`src/seq_prefix.sv`:
```
// inclusive prefix or over a flag vector, log-depth network
// depends on nothing but its parameter
module seq_prefix #(
  parameter int unsigned N = 64
) (
  input  logic [N-1:0] flags_i,
  output logic [N-1:0] prefix_o
);

  localparam int unsigned L = $clog2(N);

  logic [N-1:0] lvl [L+1];

  assign lvl[0] = flags_i;

  for (genvar k = 0; k < L; k++) begin : g_lvl
    for (genvar i = 0; i < N; i++) begin : g_bit
      if (i >= (1 << k)) begin : g_or
        assign lvl[k+1][i] = lvl[k][i] | lvl[k][i - (1 << k)];
      end else begin : g_pass
        assign lvl[k+1][i] = lvl[k][i];
      end
    end
  end

  assign prefix_o = lvl[L];

endmodule

```
`config.mk`:
```
export PLATFORM = sky130hd
export DESIGN_NAME = seq_prefix
export DESIGN_NICKNAME = d
export VERILOG_FILES = /design/src/seq_prefix.sv
export SDC_FILE = /design/constraint.sdc
export NUM_CORES = 1
export LEC_CHECK = 0
export ABC_AREA = 0
export ABC_CLOCK_PERIOD_IN_PS = 2810
export BUFFER_PORTS_ARGS = -buffer_cell sky130_fd_sc_hd__buf_2
export CORE_MARGIN = 4
export CORE_UTILIZATION = 30
export DETAILED_ROUTE_END_ITERATION = 10
export GPL_TIMING_DRIVEN = 1
export PLACE_DENSITY_LB_ADDON = 0.3
export RECOVER_POWER = 50
export SLEW_MARGIN = 20
export SYNTH_ARGS = -nofsm -noshare
export SYNTH_HDL_FRONTEND = slang
export SYNTH_SLANG_ARGS = --single-unit
```
`constraint.sdc`:
```
create_clock -name vclk -period 2.81
set_input_delay 0.1405 -clock vclk [all_inputs]
set_output_delay 0.1405 -clock vclk [all_outputs]
set_load 0.05 [all_outputs]
```
# After elaboration in Yosys (flattened, before gate mapping)
# Cells that the tools add are included.
dict set report totals {
  input_bits 64
  out_inout_bits 64
  regBits 0
}
dict set report classes {
  bitwise 321
}
# cell n
set ops {}
lappend ops {{$or 1x1->1} 321}

# Logic depth before layout (Yosys ltp)
dict set report logic_depth {
  word_depth 6
  mapped_depth 6
}

# Worst setup path after synthesis
# Ideal clock, no wire load.
dict set report synth_path {
  kind {in2out}
  start {in flags_i[0]}
  end {out prefix_o[41]}
  path_buffers 0
  cell_stages 5
  arrival_ps 2883
  setup_slack_ps -213
  cell_sequence {or4_4 > and4bb_2 > nand4_1 > or2_2 > nand3b_1}
}
dict set report synth_via {
  elab_chain_cells 3
}
# item line
set synth_rtl {}
lappend synth_rtl {{start, declared} 6} ;# input logic [N-1:0] flags_i,
lappend synth_rtl {{$or 1x1->1 (3 in series)} 19} ;# assign lvl[k+1][i] = lvl[k][i] | lvl[k][i - (1 << k)];
lappend synth_rtl {{end, declared} 7} ;# output logic [N-1:0] prefix_o
# No other way between the ends.

# Final worst setup path
dict set report layout_path {
  start {in flags_i[0]}
  end {out prefix_o[34]}
}
dict set report layout_via {
  elab_chain_cells 2
}
# item line
set layout_rtl {}
lappend layout_rtl {{$or 1x1->1 (2 in series)} 19}
# No other way between the ends.

==> results_dict.tcl <==
set metrics [dict create \
    status "complete, no violations" \
    drt_iter0_drc 24 \
    grt_max_degree 14 \
    p_int_mw 0.0438 \
    routed_wirelength_mm 3.28 \
    grt_pass1_vias 1264 \
    holdBufCountCts 0 \
    yosysWarnings 0 \
    end_kind "output port" \
    die_y_um 56.2 \
    p_leak_nw 0.500 \
    syn_nets 185 \
    period_share 0.851 \
    post_drt_wl_per_cell_um 11.9 \
    mostFrequentLayoutCell "buf_2" \
    crit_path_max_fanout 9 \
    period_needed_ns 2.39 \
    nClkBuffers 0 \
    synth_seq_area_share 0 \
    p_clk_frac 0 \
    syn_avg_cell_area_um2 5.77 \
    p_sw_frac 0.523 \
    postSynthCellCount 121 \
    drt.antenna.violating_nets 0 \
    critPathKind "in2out" \
    syn_to_final_growth_pct 91.6 \
    yosysUniqueCellTypes 25 \
    fmax_ghz 0.418 \
    drive_gt1_frac 0.468 \
    power.density_nw_per_um2 68.7 \
    relSlewSlack 0.573 \
    post_drt_via_cell_ratio 4.82 \
    placementRows 17 \
    cp-startpoint "flags_i[0]" \
    core_um2 2210 \
    max-vdd-ir-drop_v 0.0000528 \
    post_cts_buffers 0 \
    nFillCells 258 \
    dr_total_vias 1329 \
    io_pins 128 \
    drcViolationCount 0 \
    seq_power_share 0 \
    critPathRequiredTime_ns 2.67 \
    die-area_um2 3160 \
    hold_slack_ns 0.684 \
    dr.pass1.iters 4 \
    grt_pass1_wl_mm 5.00 \
    nets 314 \
    postCtsResizedCells 0 \
    worstMarginPinSlew_ns 0.643 \
    final-hold-violation-count 0 \
    grt_overflow 0 \
    place_area_um2 1370 \
    start_util 0.316 \
    max_cap_violations 0 \
    grt_usage 0.183 \
    switching_power_mw 0.0480 \
    setup_tns_ns 0 \
    netlist_area_um2 698 \
    die_w_um 56.2 \
    rsz0062_at_grt "no" \
    hpwl_mm 3.00 \
    seq_cell_count 0 \
    finalPower_mw 0.0918 \
    regArea_um2 0 \
    antenna_found_initial 0 \
    min_from "flags_i[0]" \
    startpoint_type "primary input" \
    drv_slew 0 \
    cp.arrival_ns 2.25 \
    io_buffers 128 \
    p_comb_frac 1.000 \
    setup_violations 0 \
    mostFrequentLayoutCells "buf_2 (99), clkbuf_1 (29), nand2_1 (19)" \
    final_cell_area_um2 1340 \
    num_antenna_cells 0 \
    hp-class "in2out" \
    routabilityCongestion 0.831 \
]
## cells in the mapped netlist (all sizes together)
cell type | instances | area (um^2)
nand4 | 4 | 40.0
nor4b | 2 | 17.5
nand2b | 6 | 37.5
or3 | 8 | 55.1
inv | 6 | 22.5
and4bb | 2 | 25.0
nand3b | 6 | 45.0
nor3 | 11 | 55.1
nor2 | 17 | 63.8
nor4 | 10 | 77.6
nand3 | 10 | 50.1
nor3b | 2 | 20.0
and2 | 2 | 12.5
buf | 3 | 17.5
nor2b | 1 | 6.26
nand2 | 19 | 71.3
or4 | 2 | 18.8
or2 | 10 | 62.6
## area by class of cell
type	count	area [um^2]	area share
Timing Repair Buffer	130	619	0.463
Inverter	6	22.5	0.0168
Multi-Input combinational cell	112	661	0.494
Tap cell	28	35.0	0.0262
## power groups by stage
stage / logic, mW / registers (mW) / clock network, mW
floorplan: 0.0323 / 0 / 0
finish: 0.0918 / 0 / 0
global placement: 0.0919 / 0 / 0
CTS: 0.0930 / 0 / 0
detailed placement: 0.0928 / 0 / 0
global route: 0.102 / 0 / 0
## critical path, cell delays in order
cell and delay [ns]:
buf_2 0.11, or4_4 0.54, and4bb_1 0.44, nand4_4 0.19, or3_4 0.42, or2_1 0.20, buf_2 0.21
## metrics by stage
| stage | utilization | std cells | setup WS [ns] |
|---|---|---|---|
| after floorplan | - | 121 | -0.105 |
| after global placement | 0.621 | 276 | 0.486 |
| after detailed placement | 0.621 | 276 | 0.450 |
| after CTS | 0.621 | 276 | 0.454 |
| after global routing | 0.605 | 276 | 0.293 |
| final | 0.605 | 276 | 0.417 |
## cell families (layout without fill, tap and decap cells)
family        after synthesis  count (layout)  synth area share
simple gates              112             112             0.943
buf+inv                     9             136            0.0573
## routing by layer
layer | global-route usage | vias to the layer above | part of all wire | routed length (um)
met5 | 0 | - | 0 | 0
met4 | 0.00678 | 0 | 0 | 0
met3 | 0.0534 | 0 | 0.13 | 425
met2 | 0.379 | 80 | 0.49 | 1600
met1 | 0.185 | 556 | 0.38 | 1250
li1 | - | 693 | - | -
## worst paths after layout
kind / endpoint / slack (ns) / cells after the start
worst max-delay path: prefix_o[34] / 0.42 / 7
worst min-delay path: prefix_o[0] / 0.68 / 2
Note: power is estimated with default switching activity, not from simulation.
