File: src/seq_pkg.sv
// shared types and constants of the sorted event queue
// no dependencies
package seq_pkg;

  localparam int unsigned QUEUE_DEPTH_DEF = 64;
  localparam int unsigned TIME_BITS_DEF   = 48;

  typedef enum logic [2:0] {
    FN_INS_TIME   = 3'd0,
    FN_INS_BEFORE = 3'd1,
    FN_INS_AFTER  = 3'd2,
    FN_REMOVE     = 3'd3,
    FN_CLEAR      = 3'd4
  } func_e;

  typedef enum logic [2:0] {
    ST_OK          = 3'd0,
    ST_FULL        = 3'd1,
    ST_SCHEDULED   = 3'd2,
    ST_NO_REF      = 3'd3,
    ST_NO_PROC     = 3'd4
  } status_e;

  typedef enum logic [1:0] {
    TS_NEW,
    TS_OWN,
    TS_LEFT
  } tsel_e;

  typedef enum logic [1:0] {
    FSM_IDLE,
    FSM_EVAL,
    FSM_APPLY
  } fsm_e;

  typedef struct packed {
    logic  ins;
    logic  rem;
    tsel_e tsel;
  } apply_t;

endpackage

File: src/seq_cell.sv
// one slot of the sorted event queue: compares against the pending item,
// then keeps, shifts in from a neighbor or takes the new entry; uses seq_pkg
module seq_cell import seq_pkg::*; #(
  parameter int unsigned TIME_BITS = TIME_BITS_DEF
) (
  input  logic                 clk_i,
  input  logic                 valid_i,
  input  logic                 eval_i,
  input  logic [7:0]           id_i,
  input  logic [7:0]           ref_i,
  input  logic [TIME_BITS-1:0] time_i,
  input  apply_t               apply_i,
  input  logic                 gap_i,
  input  logic                 gap_prev_i,
  input  logic                 rem_i,
  input  logic [7:0]           left_proc_i,
  input  logic [TIME_BITS-1:0] left_time_i,
  input  logic [7:0]           right_proc_i,
  input  logic [TIME_BITS-1:0] right_time_i,
  output logic [7:0]           proc_o,
  output logic [TIME_BITS-1:0] time_o,
  output logic                 match_id_o,
  output logic                 match_ref_o,
  output logic                 ge_o
);

  logic [7:0]           proc_q, proc_d;
  logic [TIME_BITS-1:0] time_q, time_d;
  logic                 mid_q, mref_q, ge_q;

  always_ff @(posedge clk_i) begin
    proc_q <= proc_d;
    time_q <= time_d;
    if (eval_i) begin
      mid_q  <= valid_i && (proc_q == id_i);
      mref_q <= valid_i && (proc_q == ref_i);
      ge_q   <= !valid_i || (time_q >= time_i);
    end
  end

  always_comb begin
    proc_d = proc_q;
    time_d = time_q;
    if (apply_i.ins) begin
      if (gap_i && !gap_prev_i) begin
        proc_d = id_i;
        case (apply_i.tsel)
          TS_NEW:  time_d = time_i;
          TS_OWN:  time_d = time_q;
          TS_LEFT: time_d = left_time_i;
          default: time_d = time_i;
        endcase
      end else if (gap_prev_i) begin
        proc_d = left_proc_i;
        time_d = left_time_i;
      end
    end else if (apply_i.rem && rem_i) begin
      proc_d = right_proc_i;
      time_d = right_time_i;
    end
  end

  assign proc_o      = proc_q;
  assign time_o      = time_q;
  assign match_id_o  = mid_q;
  assign match_ref_o = mref_q;
  assign ge_o        = ge_q;

endmodule

File: config.mk
export PLATFORM = sky130hd
export DESIGN_NAME = seq_cell
export DESIGN_NICKNAME = d
export VERILOG_FILES = /design/src/seq_pkg.sv /design/src/seq_cell.sv
export SDC_FILE = /design/constraint.sdc
export NUM_CORES = 1
export LEC_CHECK = 0
export ABC_AREA = 1
export ABC_CLOCK_PERIOD_IN_PS = 4100
export BUFFER_PORTS_ARGS = -buffer_cell sky130_fd_sc_hd__buf_4
export CORE_MARGIN = 5
export CORE_UTILIZATION = 41
export DETAILED_ROUTE_END_ITERATION = 7
export GPL_ROUTABILITY_DRIVEN = 0
export HOLD_SLACK_MARGIN = 0.15
export PLACE_DENSITY = 0.8
export SLEW_MARGIN = 30
export SYNTH_ARGS = -nofsm -noshare
export SYNTH_HDL_FRONTEND = slang
export SYNTH_SLANG_ARGS = --single-unit
File: constraint.sdc
create_clock -name clk_i -period 4.1 [get_ports clk_i]
set_input_delay 0.82 -clock clk_i [delete_from_list [all_inputs] [get_ports clk_i]]
set_output_delay 0.82 -clock clk_i [all_outputs]
set_load 0.01 [all_outputs]
Word-level counts from Yosys, hierarchy flattened
Cells that the tools add are included.

storage, ports and cells
  register bits after elaboration = 59
  bits in latches = 0
  memory bits (writable) = 0
  bits in read-only memories = 0
  output and inout port bits = 59
  logic and storage cells = 31
  memories = 0

cells by class
  add/subtract/negate cells = 0
  $mul = 0
  divide/modulo/power cells = 0
  magnitude comparators = 1
  equality and inequality tests = 6
  shift-type cells = 0
  muxes and demuxes = 9
  bitwise operators = 0
  reductions and logical operators = 10

operators by type and width
  cell                  number
  $mux W48              4
  $pmux W48 S2          1
  $ge A48 B48 Y1        1
  $mux W8               4
  $eq A8 B8 Y1          2
  $logic_and A1 B1 Y1   4
  $ne A3 B1 Y1 const B  1
  $ne A3 B3 Y1 const B  1
  $reduce_and A3 Y1     1
  $eq A2 B1 Y1 const B  1
  $eq A2 B2 Y1 const B  1
  $logic_not A1 Y1      2
  $reduce_and A2 Y1     1
  $reduce_bool A2 Y1    1
  $logic_or A1 B1 Y1    1

Longest topological paths before layout
  depth in word-level cells = 4
  mapped depth = 13
  gate-level depth less buffers = 13

Worst setup path after synthesis
No wires, ideal clock.

  kind = in2reg
  start = in apply_i[3] (netlist bit)
  end = reg time_q[0], in the netlist time_o[0] (enable)
  arrival time = 3.665 ns
  slack = -0.048 ns
  cell stages on the path = 6
  path buffers = 1
  cell sequence = inv_2 buf_2 nor2_1 nand2_1 nand2_1 a31oi_1

between the ends
  word-level cells in the longest chain between the ends = 2
  elaborated cells between the ends (all ways) = 4
  classes of those cells = 2 x eq/ne; 2 x reduce/logical

ends and longest elaborated chain
  element                                                      line            text
  from (decl)                                                  seq_cell.sv:12  input apply_t apply_i,
  $ne A3 B3 Y1 (no source line), or another cell as far along  n/a
  $reduce_and A3 Y1 (no source line) (*)                       n/a
  to (signal assigned)                                         seq_cell.sv:33  time_q <= time_d;
  to (decl)                                                    seq_cell.sv:28  logic [TIME_BITS-1:0] time_q, time_d;

Mark *: on every way between the ends. The rest lies on a longest branch, timed or not.
A chain may end at the register's enable or synchronous reset.

Final worst setup path
  start = in apply_i[3] (netlist bit)
  end = reg time_q[29], in the netlist time_o[29] (enable)

Same word-level chain as after synthesis.

==> impl_results.md <==
* Status: finished clean
* Max-slew violation count at 0
* Largest area contributor in the netlist: edfxtp_1
* Drt first pass iters at 5
* Dpl ws at 1.31 ns
* Skew final at 0.00332 ns
* Cells after Synth at 525
* #FFs+latches synth at 59
* DIE WIDTH at 114 µm
* Area after DPL at 0.00642 mm²
* Critical-path top delay cell: buf_4
* Leakage power at 3.21 nW
* Worst Setup End Kind: register
* Area Overhead vs Synth at 47.2%
* Netlist cell types at 30
* IO Count at 245
* Ys async rst share at 0
* Row count at 38
* WL final at 14,500 µm
* ANT nets after route at 0
* PostCTS Resize Cnt at 0
* Die H at 114 µm
* Postcts setup bufs at 0
* Max Cap Viol at 0
* Largest net degree at the start of global routing at 57
* Slowest stage delay, CP at 0.57 ns
* Critical path endpoint: time_o[29]$_DFFE_PP_
* Via-to-Cell Ratio at 5.15
* CP Class: input pin to register
* Average cell area after synthesis at 8.50 µm²
* Largest cells by area after synthesis: edfxtp_1 40%, ha_1 13%, o21a_1 8.1%, a21oi_1 6.4%, inv_1 6.3%
* Hold Fails Final Rpt at 0
* Cell depth of the worst flop-to-flop path at 7
* Final #Nets at 996
* Clk slew on worst S/H paths at 0.06 ns
* Hold_buf cts at 0
* CTS Sinks at 59
* Final critical-path share of the clock period at 0.594
* DIE AREA at 0.0131 mm²
* Final setup viols at 0
* DP HPWL at 11,400 µm
* Metal3 WL at 1320 µm
* Critical path origin: apply_i[3]
* CTS H-tree lvls at 3
* Max Buffers Root-to-Sink at 2
* Reg2reg setup slack at 2.39 ns
* Crit path max fanout at 56
* Share of cells above drive strength 1 at 0.357
* DR iter-0 viols at 307
* Number of buffers created by CTS at 9
* Diode count at 0
* Wire length on met1 at 5610 µm
* Top FF cell, synth: edfxtp_1
* Final instance area at 0.00657 mm²
* Syn Nets at 759
* Core region area at 0.0107 mm²
* Critical path, cell by cell: buf_4, inv_2, nand2_1, nand2_1, a31oi_4, buf_4
* Top routing layer in use: met4
* Top cells by count, synth: 75 x inv_1, 72 x nand2_1, 59 x edfxtp_1, 57 x a21oi_1
* Startpoint type of the worst setup path: input pin
* Avg WL per Cell at 16.0 µm
* RSZ-0062 raised after global routing: no
* Total negative setup slack at 0 ns
* Tightest Pin Transition at 0.700 ns
* Gr usage total at 0.218
* Worst vdd ir at 0.000134 V
* Min-delay src: eval_i
* Yosys top cell area share at 0.397
* CTS tree: done
* Worst flop-to-flop path endpoint: ge_o$_DFFE_PP_
* Root Buffer: clkbuf_8
* Synthesized cell area at 0.00446 mm²
* Hold WC Path Type: input pin to register
* R2r startpoint: time_o[47]$_DFFE_PP_
* DRC at 0
* Power, Total at 1.94 mW
* Post-synth EDFFs at 59
* Met2 routed WL at 7250 µm
* Final setup margin at 1.67 ns
* Yosys warns at 0
* Worst-skew pair later-pin latency at 0.33 ns
* Initial antenna violation count at 0
* Vias in the first global route at 4,798
* PortBufs at 244
* Max_slew headroom at 0.533
* First-pass GRT wire length at 22,800 µm
* Worst EP required at 4.06 ns
* Sequential share of the synthesized area at 0.397
* Total grt overflow at 0
* Via count at 4,674
* Power per cell area at 295 mW/mm²
* Final Critical Period at 2.43 ns
* CP arrival at 2.40 ns
* Starting Density at 0.415
* Fmax at 0.411 GHz
* Most common cell in the netlist: inv_1
==> worst min path at each step <==
stage	to	slack [ns]	cells past startpoint
6_report	match_id_o$_DFFE_PP_	0.72	1
5_1_grt	match_id_o$_DFFE_PP_	0.69	1
4_1_cts	match_id_o$_DFFE_PP_	0.69	1
3_5_place_dp	match_ref_o$_DFFE_PP_	0.81	3
3_3_place_gp	match_ref_o$_DFFE_PP_	0.78	3
2_1_floorplan	match_id_o$_DFFE_PP_	0.74	2
==> stage by stage <==
| step | hold slack, ns | util | instances |
|---|---|---|---|
| floorplan | 0.743 | - | 525 |
| global placement | 0.776 | 0.597 | 891 |
| detailed placement | 0.811 | 0.597 | 891 |
| CTS | 0.688 | 0.611 | 907 |
| global route | 0.690 | 0.611 | 907 |
| finish | 0.721 | 0.611 | 907 |
==> cells in the final DEF, fill, tap and decap left out <==
cell type / n
buf_4: 248
clkbuf_8: 9
xnor2_1: 4
o22ai_1: 3
inv_2: 2
nor2_4: 1
o21ai_1: 37
xor2_1: 2
a21o_1: 3
o21ai_0: 32
a211oi_1: 1
o21bai_1: 1
nand4_1: 6
a22o_1: 2
o21a_1: 48
nand3_1: 5
a21oi_2: 10
nor4_1: 1
inv_1: 75
clkinv_2: 2
o21ai_4: 1
a31oi_4: 1
edfxtp_1: 59
ha_1: 48
clkbuf_1: 3
nand2_1: 72
a21oi_1: 57
clkinv_1: 2
nor3_1: 1
nor2_1: 30
o2111ai_1: 1
==> metal layers <==
metal / vias up / global-route usage
li1: 2295 / -
met5: - / 0
met1: 2120 / 0.249
met3: 32 / 0.0523
met2: 227 / 0.388
met4: 0 / 0.0887
==> power by group <==
part	internal, mW	total (mW)	leakage [nW]	switching [mW]
clock network	0.214	0.435	0.0792	0.221
logic	0.350	0.682	2.55	0.331
registers	0.765	0.819	0.581	0.0542
total	1.33	1.94	3.21	0.606
==> registers in the layout, summed over array words and instances (netlist names) <==
| signal | flops |
|---|---|
| ge_o | 1 |
| match_id_o | 1 |
| match_ref_o | 1 |
| proc_o | 8 |
| time_o | 48 |
==> logic make-up (layout without fill, tap and decap cells) <==
kind of cell,Yosys count,in the layout,share of synthesized area
AND/OR/NAND/NOR,116,116,0.105
flip-flops,59,59,0.397
adder cells (fa/ha/maj),48,48,0.135
buffers and inverters,99,341,0.0886
AO/OA/AOI/OAI,197,197,0.263
XOR/XNOR,6,6,0.0118
==> worst max-delay path, delay by kind of cell <==
kind            cells  cell delay, ns
buf+inv             3            1.17
simple gates        2            0.21
compound gates      1            0.15
==> area by class of cell <==
type / instances / area (µm²)
fill: 925 / 4180
multi-input combinational: 367 / 2320
timing repair buffer: 248 / 1860
sequential: 59 / 1770
inverter: 77 / 289
tap: 140 / 175
clock buffer: 12 / 135
clock inverter: 4 / 17.5
No activity file was read; power rests on OpenSTA's default activity.
